===== src/rtl/imucal_pkg.sv =====
// Shared types and constants for the IMU leaky-integrator calibrator.
// No dependencies; imported by every module of the block.
`timescale 1ns / 1ps

package imucal_pkg;

	typedef enum logic [1:0] {
		OP_SAMPLE = 2'd0,
		OP_ZERO   = 2'd1,
		OP_START  = 2'd2,
		OP_STOP   = 2'd3
	} op_t;

	localparam int NUM_AXES = 9;
	localparam int NUM_GAIN_AXES = 5;
	localparam int FIRST_SPAN_AXIS = 5;
	localparam int ACCEL_Z_AXIS = 5;
	localparam int MAG_Z_AXIS = 8;
	localparam int FIRST_RANGE_AXIS = 3;
	localparam int GYRO_AXES = 3;
	localparam int ACCEL_END_AXIS = 6;

	localparam logic REG_GYRO_GAIN = 1'b0;
	localparam logic REG_ACCEL_GAIN = 1'b1;
	localparam logic [31:0] GAIN_RESET = 32'd65536;

	localparam int QBITS = 17;
	localparam int MILLI = 1000;
	localparam logic signed [15:0] SAT_MAX = 16'sh7fff;
	localparam logic signed [15:0] SAT_MIN = 16'sh8000;

endpackage


===== src/rtl/imu_iir_min_max_calibrator.sv =====
// Top level of the IMU calibrator: axis record memory, sequencer and output register.
// Depends on imucal_pkg and instantiates imucal_div.
`timescale 1ns / 1ps
// Usage: an item enters on the in_valid/in_ready channel and carries an opcode
// plus nine raw axes and an optional pressure reading. A sample produces one
// result transfer on the out_valid/out_ready channel; the three commands
// produce none. Gains are written over the APB port; the user must write them
// only while the block is idle, which the block itself does not enforce.
// The per-axis state sits in a nine-entry record memory with a registered
// read; the sequencer visits the axes one at a time, read then write back.
// In a sample each gain axis passes through the shared multiplier and each
// span axis with a non-zero span through the shared bit-serial divider,
// between an entry step and an output step. Stop completes in the accept
// cycle. Reset returns the gains to unity, clears filters, centers, ranges
// and the barometer, and turns range mode off; the memory reads as zero
// until each entry is written. A finished result waits in the output
// register while the receiver stalls, and the next item is accepted
// meanwhile, but a sample cannot finish until that result has been taken.

module imu_iir_min_max_calibrator import imucal_pkg::*; #(
	parameter int GYRO_DEPTH = 4,
	parameter int ACCEL_DEPTH = 4,
	parameter int MAG_DEPTH = 4,
	parameter int BARO_DEPTH = 4
) (
	input  logic               clk,
	input  logic               arst_n,
	input  logic               in_valid,
	output logic               in_ready,
	input  logic [1:0]         opcode,
	input  logic signed [15:0] gyro_x,
	input  logic signed [15:0] gyro_y,
	input  logic signed [15:0] gyro_z,
	input  logic signed [15:0] accel_x,
	input  logic signed [15:0] accel_y,
	input  logic signed [15:0] accel_z,
	input  logic signed [15:0] mag_x,
	input  logic signed [15:0] mag_y,
	input  logic signed [15:0] mag_z,
	input  logic [16:0]        baro_value,
	input  logic               baro_valid,
	output logic               out_valid,
	input  logic               out_ready,
	output logic signed [15:0] cal_gyro_x,
	output logic signed [15:0] cal_gyro_y,
	output logic signed [15:0] cal_gyro_z,
	output logic signed [15:0] cal_accel_x,
	output logic signed [15:0] cal_accel_y,
	output logic signed [15:0] cal_accel_z,
	output logic signed [15:0] cal_mag_x,
	output logic signed [15:0] cal_mag_y,
	output logic signed [15:0] cal_mag_z,
	output logic [16:0]        filtered_baro,
	input  logic               psel,
	input  logic               penable,
	input  logic               pwrite,
	input  logic [2:0]         paddr,
	input  logic [31:0]        pwdata,
	output logic [31:0]        prdata,
	output logic               pready
);

	localparam int DMAX_GA = (GYRO_DEPTH > ACCEL_DEPTH) ? GYRO_DEPTH : ACCEL_DEPTH;
	localparam int DMAX = (DMAX_GA > MAG_DEPTH) ? DMAX_GA : MAG_DEPTH;
	localparam int FW = 16 + DMAX;
	localparam int BW = 17 + BARO_DEPTH;
	localparam int PW = FW + 34;
	localparam int NUMW = FW + 13;

	typedef struct packed {
		logic signed [FW-1:0] filt;
		logic signed [15:0]   last;
		logic signed [FW-1:0] cen;
		logic signed [FW-1:0] mn;
		logic signed [FW-1:0] mx;
	} axis_rec_t;

	typedef enum logic [6:0] {
		ST_IDLE = 7'b0000001,
		ST_RD   = 7'b0000010,
		ST_UPD  = 7'b0000100,
		ST_MUL  = 7'b0001000,
		ST_GRES = 7'b0010000,
		ST_DIV  = 7'b0100000,
		ST_OUT  = 7'b1000000
	} state_t;

	state_t st_q;
	op_t op_q;
	logic [3:0] idx_q;
	logic range_q;
	logic [31:0] gyro_gain_q;
	logic [31:0] accel_gain_q;
	logic [BW-1:0] baro_q;
	logic [16:0] last_baro_q;
	logic signed [15:0] smp_q [NUM_AXES];
	logic signed [15:0] res_q [NUM_AXES];

	axis_rec_t mem_q [NUM_AXES];
	axis_rec_t rdata_q;
	logic [NUM_AXES-1:0] vld_q;
	logic rvld_q;

	logic signed [FW:0] diff_q;
	logic signed [PW-1:0] prod_q;

	logic out_valid_q;
	logic signed [15:0] out_q [NUM_AXES];
	logic [16:0] fbaro_q;

	logic in_acc;
	logic cfg_wr;
	logic mem_we;
	axis_rec_t rd;
	axis_rec_t wr;
	logic signed [15:0] x;
	logic [3:0] d;
	logic signed [FW-1:0] sx;
	logic signed [FW-1:0] sl;
	logic signed [FW-1:0] nf;
	logic signed [FW:0] span_w;
	logic signed [FW:0] a_w;
	logic signed [FW+2:0] t_w;
	logic signed [NUMW-1:0] num_w;
	logic signed [FW:0] diff_w;
	logic div_start;
	logic div_done;
	logic signed [15:0] div_quo;
	logic signed [PW-1:0] p_adj;
	logic signed [PW-1:0] p_q16;
	logic signed [15:0] gres;
	logic load_out;
	logic last_axis;

	function automatic logic [3:0] depth_of(input logic [3:0] a);
		if (a < 4'(GYRO_AXES)) begin
			return 4'(GYRO_DEPTH);
		end else if (a < 4'(ACCEL_END_AXIS)) begin
			return 4'(ACCEL_DEPTH);
		end
		return 4'(MAG_DEPTH);
	endfunction

	assign in_ready = (st_q == ST_IDLE);
	assign in_acc = in_valid && in_ready;
	assign cfg_wr = psel && penable && pwrite;
	assign pready = 1'b1;
	assign prdata = (paddr[2] == REG_ACCEL_GAIN) ? accel_gain_q : gyro_gain_q;

	always_ff @(posedge clk or negedge arst_n) begin
		if (!arst_n) begin
			gyro_gain_q <= GAIN_RESET;
			accel_gain_q <= GAIN_RESET;
		end else if (cfg_wr) begin
			if (paddr[2] == REG_GYRO_GAIN) begin
				gyro_gain_q <= pwdata;
			end else begin
				accel_gain_q <= pwdata;
			end
		end
	end

	always_comb begin
		rd = rvld_q ? rdata_q : '0;
		x = smp_q[idx_q];
		d = depth_of(idx_q);
		sx = {{DMAX{x[15]}}, x} <<< d;
		sl = {{DMAX{rd.last[15]}}, rd.last} <<< d;
		nf = rd.filt - (rd.filt >>> d) + FW'(x);
		span_w = {rd.mx[FW-1], rd.mx} - {rd.mn[FW-1], rd.mn};
		a_w = {sx[FW-1], sx} - {rd.mn[FW-1], rd.mn};
		t_w = {a_w[FW], a_w, 1'b0} - {{2{span_w[FW]}}, span_w};
		num_w = NUMW'(t_w) * NUMW'(MILLI);
		diff_w = {sx[FW-1], sx} - {rd.cen[FW-1], rd.cen};
		wr = rd;
		unique case (op_q)
			OP_ZERO: begin
				wr.cen = rd.filt;
			end
			OP_START: begin
				wr.filt = sl;
				if (idx_q == 4'(ACCEL_Z_AXIS)) begin
					wr.mn = sl;
					wr.mx = sl;
				end else if (idx_q == 4'(MAG_Z_AXIS)) begin
					wr.mn = '0;
					wr.mx = '0;
				end
			end
			OP_SAMPLE: begin
				wr.filt = nf;
				wr.last = x;
				if (range_q && idx_q >= 4'(FIRST_RANGE_AXIS)) begin
					if (nf > rd.mx) begin
						wr.mx = nf;
					end
					if (nf < rd.mn) begin
						wr.mn = nf;
					end
				end
			end
			OP_STOP: begin
				wr = rd;
			end
		endcase
	end

	assign mem_we = (st_q == ST_UPD);
	assign last_axis = (op_q == OP_ZERO) ? (idx_q == 4'(NUM_GAIN_AXES - 1))
		: (idx_q == 4'(NUM_AXES - 1));
	assign div_start = (st_q == ST_UPD) && (op_q == OP_SAMPLE)
		&& (idx_q >= 4'(FIRST_SPAN_AXIS)) && (span_w != '0);

	always_ff @(posedge clk) begin
		if (mem_we) begin
			mem_q[idx_q] <= wr;
		end
		if (st_q == ST_RD) begin
			rdata_q <= mem_q[idx_q];
		end
	end

	always_ff @(posedge clk or negedge arst_n) begin
		if (!arst_n) begin
			vld_q <= '0;
			rvld_q <= 1'b0;
		end else begin
			if (mem_we) begin
				vld_q[idx_q] <= 1'b1;
			end
			if (st_q == ST_RD) begin
				rvld_q <= vld_q[idx_q];
			end
		end
	end

	imucal_div #(
		.FW(FW)
	) u_div (
		.clk   (clk),
		.arst_n(arst_n),
		.start (div_start),
		.num   (num_w),
		.span  (span_w[FW-1:0]),
		.done  (div_done),
		.quo   (div_quo)
	);

	always_comb begin
		p_adj = prod_q + (prod_q[PW-1] ? PW'(65535) : PW'(0));
		p_q16 = p_adj >>> 16;
		if (p_q16 > PW'(32767)) begin
			gres = SAT_MAX;
		end else if (p_q16 < PW'(-32768)) begin
			gres = SAT_MIN;
		end else begin
			gres = p_q16[15:0];
		end
	end

	assign load_out = (st_q == ST_OUT) && (!out_valid_q || out_ready);

	always_ff @(posedge clk) begin
		if (in_acc) begin
			smp_q[0] <= gyro_x;
			smp_q[1] <= gyro_y;
			smp_q[2] <= gyro_z;
			smp_q[3] <= accel_x;
			smp_q[4] <= accel_y;
			smp_q[5] <= accel_z;
			smp_q[6] <= mag_x;
			smp_q[7] <= mag_y;
			smp_q[8] <= mag_z;
		end
		if (st_q == ST_UPD && idx_q < 4'(NUM_GAIN_AXES)) begin
			diff_q <= diff_w;
		end
		if (st_q == ST_MUL) begin
			prod_q <= diff_q * $signed({1'b0,
				(idx_q < 4'(GYRO_AXES)) ? gyro_gain_q : accel_gain_q});
		end
		if (st_q == ST_GRES) begin
			res_q[idx_q] <= gres;
		end
		if (div_done && st_q == ST_DIV) begin
			res_q[idx_q] <= div_quo;
		end
		if (st_q == ST_UPD && op_q == OP_SAMPLE && idx_q >= 4'(FIRST_SPAN_AXIS)
			&& span_w == '0) begin
			res_q[idx_q] <= '0;
		end
		if (load_out) begin
			for (int i = 0; i < NUM_AXES; i++) begin
				out_q[i] <= res_q[i];
			end
			fbaro_q <= baro_q[BW-1:BARO_DEPTH];
		end
	end

	always_ff @(posedge clk or negedge arst_n) begin
		if (!arst_n) begin
			st_q <= ST_IDLE;
			op_q <= OP_SAMPLE;
			idx_q <= '0;
			range_q <= 1'b0;
			baro_q <= '0;
			last_baro_q <= '0;
			out_valid_q <= 1'b0;
		end else begin
			if (load_out) begin
				out_valid_q <= 1'b1;
			end else if (out_ready) begin
				out_valid_q <= 1'b0;
			end
			unique case (st_q)
				ST_IDLE: begin
					if (in_acc) begin
						op_q <= op_t'(opcode);
						idx_q <= '0;
						unique case (op_t'(opcode))
							OP_STOP: begin
								range_q <= 1'b0;
							end
							OP_START: begin
								range_q <= 1'b1;
								baro_q <= BW'(last_baro_q) << BARO_DEPTH;
								st_q <= ST_RD;
							end
							OP_SAMPLE: begin
								if (baro_valid) begin
									last_baro_q <= baro_value;
									baro_q <= baro_q - (baro_q >> BARO_DEPTH)
										+ BW'(baro_value);
								end
								st_q <= ST_RD;
							end
							OP_ZERO: begin
								st_q <= ST_RD;
							end
						endcase
					end
				end
				ST_RD: begin
					st_q <= ST_UPD;
				end
				ST_UPD: begin
					if (op_q != OP_SAMPLE) begin
						if (last_axis) begin
							st_q <= ST_IDLE;
						end else begin
							idx_q <= idx_q + 4'd1;
							st_q <= ST_RD;
						end
					end else if (idx_q < 4'(NUM_GAIN_AXES)) begin
						st_q <= ST_MUL;
					end else if (div_start) begin
						st_q <= ST_DIV;
					end else if (last_axis) begin
						st_q <= ST_OUT;
					end else begin
						idx_q <= idx_q + 4'd1;
						st_q <= ST_RD;
					end
				end
				ST_MUL: begin
					st_q <= ST_GRES;
				end
				ST_GRES: begin
					idx_q <= idx_q + 4'd1;
					st_q <= ST_RD;
				end
				ST_DIV: begin
					if (div_done) begin
						if (last_axis) begin
							st_q <= ST_OUT;
						end else begin
							idx_q <= idx_q + 4'd1;
							st_q <= ST_RD;
						end
					end
				end
				ST_OUT: begin
					if (load_out) begin
						st_q <= ST_IDLE;
					end
				end
				default: begin
					st_q <= ST_IDLE;
				end
			endcase
		end
	end

	assign out_valid = out_valid_q;
	assign cal_gyro_x = out_q[0];
	assign cal_gyro_y = out_q[1];
	assign cal_gyro_z = out_q[2];
	assign cal_accel_x = out_q[3];
	assign cal_accel_y = out_q[4];
	assign cal_accel_z = out_q[5];
	assign cal_mag_x = out_q[6];
	assign cal_mag_y = out_q[7];
	assign cal_mag_z = out_q[8];
	assign filtered_baro = fbaro_q;

endmodule


===== src/rtl/imucal_div.sv =====
// Iterative signed-by-positive divider for the span mapping, one quotient bit per cycle.
// Depends on imucal_pkg for the quotient width and the saturation limits.
`timescale 1ns / 1ps

module imucal_div import imucal_pkg::*; #(
	parameter int FW = 20
) (
	input  logic                    clk,
	input  logic                    arst_n,
	input  logic                    start,
	input  logic signed [FW+12:0]   num,
	input  logic        [FW-1:0]    span,
	output logic                    done,
	output logic signed [15:0]      quo
);

	localparam int NUMW = FW + 13;
	localparam int DW = FW + 17;

	logic [DW-1:0] rem_q;
	logic [DW-1:0] dv_q;
	logic [QBITS-1:0] q_q;
	logic neg_q;
	logic sat_q;
	logic busy_q;
	logic done_q;
	logic [4:0] cnt_q;
	logic [NUMW-1:0] mag_w;

	assign mag_w = num[NUMW-1] ? NUMW'(-num) : num;

	always_ff @(posedge clk or negedge arst_n) begin
		if (!arst_n) begin
			busy_q <= 1'b0;
			done_q <= 1'b0;
			cnt_q <= '0;
		end else begin
			done_q <= 1'b0;
			if (start) begin
				busy_q <= 1'b1;
				cnt_q <= 5'(QBITS + 1);
			end else if (busy_q) begin
				cnt_q <= cnt_q - 5'd1;
				if (cnt_q == 5'd1) begin
					busy_q <= 1'b0;
					done_q <= 1'b1;
				end
			end
		end
	end

	always_ff @(posedge clk) begin
		if (start) begin
			neg_q <= num[NUMW-1];
			rem_q <= DW'(mag_w);
			dv_q <= DW'(span) << (QBITS - 1);
			q_q <= '0;
		end else if (busy_q) begin
			if (cnt_q == 5'(QBITS + 1)) begin
				sat_q <= (rem_q >= {dv_q[DW-2:0], 1'b0});
			end else begin
				if (rem_q >= dv_q) begin
					rem_q <= rem_q - dv_q;
					q_q <= {q_q[QBITS-2:0], 1'b1};
				end else begin
					q_q <= {q_q[QBITS-2:0], 1'b0};
				end
				dv_q <= dv_q >> 1;
			end
		end
	end

	always_comb begin
		if (sat_q) begin
			quo = neg_q ? SAT_MIN : SAT_MAX;
		end else if (neg_q) begin
			quo = (q_q > QBITS'(32768)) ? SAT_MIN : -$signed(q_q[15:0]);
		end else begin
			quo = (q_q > QBITS'(32767)) ? SAT_MAX : $signed(q_q[15:0]);
		end
	end

	assign done = done_q;

endmodule


===== config.mk =====
export PLATFORM = sky130hd
export DESIGN_NAME = imu_iir_min_max_calibrator
export DESIGN_NICKNAME = d
export VERILOG_FILES = /design/src/rtl/imucal_pkg.sv /design/src/rtl/imu_iir_min_max_calibrator.sv /design/src/rtl/imucal_div.sv
export SDC_FILE = /design/constraint.sdc
export NUM_CORES = 2
export LEC_CHECK = 0
export BUFFER_PORTS_ARGS = -buffer_cell sky130_fd_sc_hd__buf_2
export CORE_MARGIN = 8
export CORE_UTILIZATION = 55
export CTS_CLUSTER_SIZE = 24
export DETAILED_ROUTE_END_ITERATION = 8
export GPL_TIMING_DRIVEN = 0
export HOLD_SLACK_MARGIN = 0.08
export PLACE_DENSITY = 0.8
export SYNTH_ARGS = -nofsm -noshare
export SYNTH_HDL_FRONTEND = slang
export SYNTH_SLANG_ARGS = --single-unit

===== constraint.sdc =====
create_clock -name clk -period 11.8 [get_ports clk]
set_clock_uncertainty 0.1 [all_clocks]
set_input_delay 2.36 -clock clk [delete_from_list [all_inputs] [get_ports clk]]
set_output_delay 2.36 -clock clk [all_outputs]
set_load 0.01 [all_outputs]

---- Word level (Yosys, flattened, before mapping) ----
Memories as Yosys holds them, arrays and structs flattened. A register that Yosys moved wholly into a read port is not among the register bits.
Cells that the tools add are included.
cells by class
  $add $sub $neg .......................... 14
  multipliers ............................. 2
  magnitude comparators ................... 15
  equality and inequality tests ........... 25
  shifts and indexed selects .............. 3
  multiplexer cells ....................... 83
  bitwise gates (word level) .............. 6
  reduce and logical (&&, ||, !) cells .... 39
operators by type and width
  cell                                                                               count
  16-bit 2-to-1 mux                                                                  11
  33-bit 2-to-1 mux                                                                  5
  40-bit 2-to-1 mux                                                                  3
  36-bit 2-to-1 mux                                                                  3
  96-bit 2-to-1 mux                                                                  1
  40-bit case mux with 2 select lines                                                1
  32-bit 2-to-1 mux                                                                  2
  20-bit by 20-bit subtractor with 21-bit output                                     3
  20-bit 2-to-1 mux                                                                  3
  7-bit 2-to-1 mux                                                                   8
  54-bit by 17-bit adder with 54-bit output                                          1
  21-bit by 33-bit multiplier with 54-bit output                                     1
  7-bit case mux with 7 select lines                                                 1
  21-bit case mux with 2 select lines                                                1
  20-bit case mux with 2 select lines                                                1
  20-bit by 4-bit <<< shifter with 20-bit output                                     2
  38-bit by 16-bit greater-than comparator with 1-bit output, second input constant  1
  38-bit by 16-bit < comparator with 1-bit output, second input constant             1
  37-bit by 36-bit greater-or-equal comparator with 1-bit output                     1
  37-bit greater-or-equal comparator                                                 1
  37-bit by 36-bit subtractor with 37-bit output                                     1
  4-bit 2-to-1 mux                                                                   9
  33-bit negation                                                                    1
  23-bit by 8-bit multiplier with 30-bit output, second input constant               1
  other kinds (59)                                                                   124
word-level totals
  flip-flop bits (word level) ............. 318
  RAM bits ................................ 1296
  input port bits ......................... 206
  word-level logic and storage cells ...... 215
  memories ................................ 4
memory list
  name   words  bits a word  read ports  clocked after memory_dff  write ports  RTL line                           RTL
  mem_q  9      96           1           1                         1            imu_iir_min_max_calibrator.sv:99   axis_rec_t mem_q [NUM_AXES];
  out_q  9      16           9           0                         9            imu_iir_min_max_calibrator.sv:108  logic signed [15:0] out_q [NUM_AXES];
  res_q  9      16           9           0                         1            imu_iir_min_max_calibrator.sv:97   logic signed [15:0] res_q [NUM_AXES];
  smp_q  9      16           1           0                         9            imu_iir_min_max_calibrator.sv:96   logic signed [15:0] smp_q [NUM_AXES];

---- Longest topological paths before layout ----
  depth after elaboration ................. 11
  mapped depth ............................ 46

---- Hierarchy ----
Synthesis repeated with hierarchy kept, for this count alone.
unflattened totals
  cells, all modules ...................... 8151
  area, all modules ....................... 102678.5 sq um
modules (own cells, without submodules)
  module                      times used  cells each  area an instance (sq um)  seq. area each (sq um)
  imu_iir_min_max_calibrator  1           7227        94740.9                   47744.5
  imucal_div                  1           924         7937.6                    2567.5

---- Worst setup path after synthesis ----
No wires, ideal clock.
  path type ............................... register to register
  start ................................... register idx_q[1]
  end ..................................... register vld_q[1]
  setup time .............................. 127 ps
  arrival ................................. 12198 ps
  setup slack ............................. -625 ps
  cell stages (with the launch flop) ...... 8
  buffers on the path ..................... 3
  period minus slack after synthesis ...... 12425 ps
  cell sequence ........................... dfrtp_1 buf_1 clkbuf_1 clkbuf_1 inv_1 ha_1 nor4b_1 or2_2
on the way
  cells in the longest elaborated chain, start to end .. 5
  elaborated cells between the ends (all ways) .. 6
  classes of those cells .................. 2 x order compare; 2 x mux; 1 x bitwise; 1 x reduce/logical
RTL lines
  item                                                                                                                                                        RTL line                           RTL
  start, declared                                                                                                                                             imu_iir_min_max_calibrator.sv:90   logic [3:0] idx_q;
  start signal, assigned                                                                                                                                      imu_iir_min_max_calibrator.sv:351  idx_q <= idx_q + 4'd1;
  start signal, assigned                                                                                                                                      imu_iir_min_max_calibrator.sv:361  idx_q <= idx_q + 4'd1;
  start signal, assigned                                                                                                                                      imu_iir_min_max_calibrator.sv:369  idx_q <= idx_q + 4'd1;
  4-bit by 5-bit < comparator with 1-bit output (not written as such) / 4-bit by 1-bit greater-or-equal comparator with 1-bit output (equally long branches)  imu_iir_min_max_calibrator.sv:229  vld_q[idx_q] <= 1'b1;
  1-bit logical AND (not written as such)                                                                                                                     imu_iir_min_max_calibrator.sv:229
  1-bit 2-to-1 mux (not written as such)                                                                                                                      imu_iir_min_max_calibrator.sv:229
  1-bit demux with 4-bit select (*)                                                                                                                           imu_iir_min_max_calibrator.sv:229
  9-bit OR (no source line) (*)                                                                                                                               n/a
  end signal, assigned                                                                                                                                        imu_iir_min_max_calibrator.sv:225  vld_q <= '0;
  end signal, assigned by index                                                                                                                               imu_iir_min_max_calibrator.sv:229
  end, declared                                                                                                                                               imu_iir_min_max_calibrator.sv:101  logic [NUM_AXES-1:0] vld_q;
Every way passes the cells marked *; elsewhere a longest branch is shown, timed or not.
A chain may end at the register's enable or synchronous reset.

---- Worst setup path in the final report ----
  start ................................... register idx_q[1]
  end ..................................... register u_div.rem_q[29] (data pin)
on the way
  cells in the longest elaborated chain, start to end .. 11
  elaborated cells between the ends (all ways) .. 17
  classes of those cells .................. 3 x add/sub; 1 x mul; 3 x order compare; 1 x shift; 6 x mux; 2 x reduce/logical; 1 x memory
RTL lines
  item                                            RTL line                           RTL
  4-bit by 3-bit < comparator with 1-bit output   imu_iir_min_max_calibrator.sv:138  end else if (a < 4'(ACCEL_END_AXIS)) begin
  1-bit 2-to-1 mux                                imu_iir_min_max_calibrator.sv:138
  1-bit 2-to-1 mux                                imu_iir_min_max_calibrator.sv:136  if (a < 4'(GYRO_AXES)) begin
  4-bit 2-to-1 mux                                imu_iir_min_max_calibrator.sv:141  return 4'(MAG_DEPTH);
  20-bit by 4-bit <<< shifter with 20-bit output  imu_iir_min_max_calibrator.sv:167  sx = {{DMAX{x[15]}}, x} <<< d;
  20-bit by 20-bit subtractor with 21-bit output  imu_iir_min_max_calibrator.sv:171  a_w = {sx[FW-1], sx} - {rd.mn[FW-1], rd.mn};
  22-bit by 21-bit subtractor with 23-bit output  imu_iir_min_max_calibrator.sv:172  t_w = {a_w[FW], a_w, 1'b0} - {{2{span_w[FW]}}, span_w};
  23-bit by 8-bit multiplier with 30-bit output   imu_iir_min_max_calibrator.sv:173  num_w = NUMW'(t_w) * NUMW'(MILLI);
  33-bit negation                                 imucal_div.sv:30                   assign mag_w = num[NUMW-1] ? NUMW'(-num) : num;
  33-bit 2-to-1 mux                               imucal_div.sv:30
  33-bit 2-to-1 mux (*)                           imucal_div.sv:53                   if (start) begin
  end signal, assigned                            imucal_div.sv:55                   rem_q <= DW'(mag_w);
  end signal, assigned                            imucal_div.sv:63                   rem_q <= rem_q - dv_q;
  end, declared                                   imucal_div.sv:20                   logic [DW-1:0] rem_q;
Marks and branches as above.

==> flow_summary_export.csv <==
group,metric,value,unit
die,start_util,55.36,%
worst_setup_path,worst-path-buf-inv,8,
routing,postRouteAntennaNets,0,
worst_setup_path,r2r-start,"idx_q[1]",
sta,worst_pin_slew,1.504,ns
routing,drc,0,
clock_network,clkSinkCount,1710,
placed_design,routabilityCongestion,0.9904,
yosys,yosys.area.top_type,"edfxtp_1",
sta,fin_ws,0.3373,ns
worst_setup_path,rr_worst_depth,43,
min_path,timing.hold.worst_endpoint,"out_q[0][109]",
placed_design,post-place-cells,11100,
yosys,synth_fa_ha_area_share,19.71,%
yosys,syn_avg_cell_area,12.57,µm²
yosys,synthesis.area,102700,µm²
yosys,synth-async-reset-ratio,7.836,%
min_path,hp-start,"res_q[6][13]",
sta,hold_viol_final,0,
worst_setup_path,r2r-end,"u_div.rem_q[29]",
global_route,antenna_found_initial,25,
die,die_w,448.0,µm
global_route,grt_pass1_wl,441800,µm
worst_setup_path,cp.depth,43,
clock_network,cts_tree,"built",
yosys,syn_nets,9578,
routing,avgRoutedWirePerCell,25.99,µm
routing,vias,69510,
die,num_io_pins,402,
cells_and_area,fin_nets,10210,
placed_design,post-dp-hpwl,220500,µm
worst_setup_path,cp_top_family,"adder cells",
yosys,synth_top_area_share,45.02,%
clock_network,clkTransAtPathRegs,0.07,ns
yosys,synth-seq-area-share,49.01,%
cells_and_area,syn_to_final_growth,12.15,%
cells_and_area,seq_area,50320,µm²
sta,max_slew_margin,-0.2790,%
cells_and_area,fill_cells,13780,
clock_network,cts_hold_buffers,0,
yosys,synth_xor_area_share,2.321,%
yosys,yosysUniqueCellTypes,95,
placed_design,io_buffers,397,
global_route,grt_start_max_net_pins,96,
outcome,status,"complete, but fails checks",
die,row_count,158,
clock_network,cts-root-buf,"clkbuf_16",
die,core_area,185400,µm²
worst_setup_path,crit_path_end_kind,"register",
clock_network,cts_buffer_depth,3,
worst_setup_path,path_max_fanout,10,
worst_setup_path,crit_arrival,11.87,ns
placed_design,dp_slack,-2.704,ns
clock_network,cts-buffers-inserted,169,
min_path,whs_path_depth,0,
yosys,ys_top_cells_by_area,"edfxtp_1 45%, fa_1 13%, ha_1 6.4%",
sta,fin_crit,11.46,ns
clock_network,htreeDepth,4,
global_route,groute.usage.overall,29.22,%
outcome,violations,"capacitance limit, slew limit",
worst_setup_path,rrSetupSlack,0.34,ns
sta,finalSetupViolations,0,
cells_and_area,fin_util,62.09,%
die,die_area,200700,µm²
sta,drv_slew,10,
yosys,synth_top_family_by_area,"adder cells",
yosys,synth-edff-count,1539,
yosys,synth_compound_area_share,7.567,%
routing,drtIter0Drc,7610,
routing,vias_per_cell,6.078,
clock_network,insertion_delay,0.83,ns
yosys,synthMuxAreaShare,7.681,%
worst_setup_path,crit_path_top_delay_cell,"fa_1",
yosys,synthFlopType,"edfxtp_1",
yosys,yosysWarnings,0,
sta,period_share,97.14,%
worst_setup_path,crit_type,"register to register",
cells_and_area,multiInputGateArea,47650,µm²
global_route,grt_overflow,0,
die,die_h,448.0,µm
worst_setup_path,startpoint_type,"register",
run,drv_cap,1,
yosys,synth_cells,8165,
routing,finalWirelength,297200,µm
yosys,ys_ff_latch,1710,
sta,fmax,87.24,MHz
worst_setup_path,crit_required,12.21,ns
cells_and_area,drive_gt1_share,14.51,%
cells_and_area,fin_cells,11440,
worst_setup_path,critical_path.max_stage_delay,0.52,ns
min_path,hp-class,"register to register",
routing,firstDrtPassIters,6,
yosys,synthSimpleGateAreaFrac,8.660,%
global_route,grt_pass1_vias,71360,
## kinds of logic (layout without fill, tap and decap cells)
logic type	Yosys count	count (layout)
AO/OA/AOI/OAI	1208	1208
XOR/XNOR	272	272
adder cells (fa/ha/maj)	1208	1208
buffers and inverters	1366	2140
flip-flops	1710	1710
multiplexers	490	490
other	1	18
AND/OR/NAND/NOR	1910	1910
## flip-flops by register name, indices dropped and copies added, names as in the netlist, 21 cells and up
register,cells
smp_q,144
u_div.rem_q,37
diff_q,21
out_q,144
u_div.dv_q,36
prod_q,54
gyro_gain_q,32
accel_gain_q,32
res_q,144
mem_q,864
baro_q,21
rdata_q,96
## cells in the final DEF, fill, tap and decap left out, types with 53 or more instances in the layout
cell and instances:
clkbuf_16 173, mux4_2 225, o21ai_0 359, clkbuf_1 298, nor2_1 238, inv_1 1013, and3_1 57, fa_1 682
nand3_1 128, nand2_1 944, or2_2 53, edfxtp_1 1539, mux2i_1 133, mux2_2 132, xnor2_1 168, a21o_1 131
buf_2 412, nor3_1 62, a21oi_1 230, ha_1 522, xor2_1 92, and2_1 193, dfrtp_1 128
## repair_timing
item,in CTS,in global routing
pin swaps,1,6
buffers inserted,4,10
setup endpoints to repair,30,29
resized for setup,79,47
## final cells by class
class                   count  area share (%)
diodes                     17         0.03695
flip-flops and latches   1710           43.70
plain buffers             345           1.251
clock inverters           103           1.017
multi-input cells        5089           41.39
clock buffers             206           3.876
inverters                1018           3.323
well taps                2480           2.695
repair buffers            468           2.715
## metrics by stage
step	TNS (ns)	cell area [µm²]	hold slack, ns
finish	0	115100	0.3111
global route	-0.03093	115100	0.3197
CTS	0	114800	0.3137
detailed placement	-73.09	108900	0.3045
global placement	-901.83	107800	0.3005
floorplan	0	102700	0.3003
## Yosys cell counts, drive strengths merged (132+ instances only)
| cell type | n |
|---|---|
| o21ai | 381 |
| mux2 | 132 |
| mux2i | 133 |
| a21oi | 277 |
| mux4 | 225 |
| inv | 1017 |
| fa | 682 |
| nor2 | 244 |
| nand2 | 944 |
| edfxtp | 1539 |
| and2 | 194 |
| xnor2 | 176 |
| clkbuf | 280 |
| ha | 525 |
## per-layer routing
metal  global-route usage (%)  share of wire, %
met1                    37.79                38
met2                    47.00                47
met3                    6.012               9.8
met4                    15.22               6.0
met5                        0             0.011
## worst max-delay path by stage
stage / from / end / slack (ns)
6_report: idx_q[1] / u_div.rem_q[29] / 0.34
5_1_grt: rvld_q / u_div.rem_q[30] / -0.02
4_1_cts: idx_q[0] / u_div.rem_q[29] / 0.002
3_5_place_dp: idx_q[0] / u_div.rem_q[15] / -2.70
3_3_place_gp: idx_q[1] / vld_q[1] / -2.68
2_1_floorplan: idx_q[0] / u_div.rem_q[31] / 0.91
Power is not shown: default switching activity piles up to over one toggle a cycle in this logic, so the estimate is an artifact.
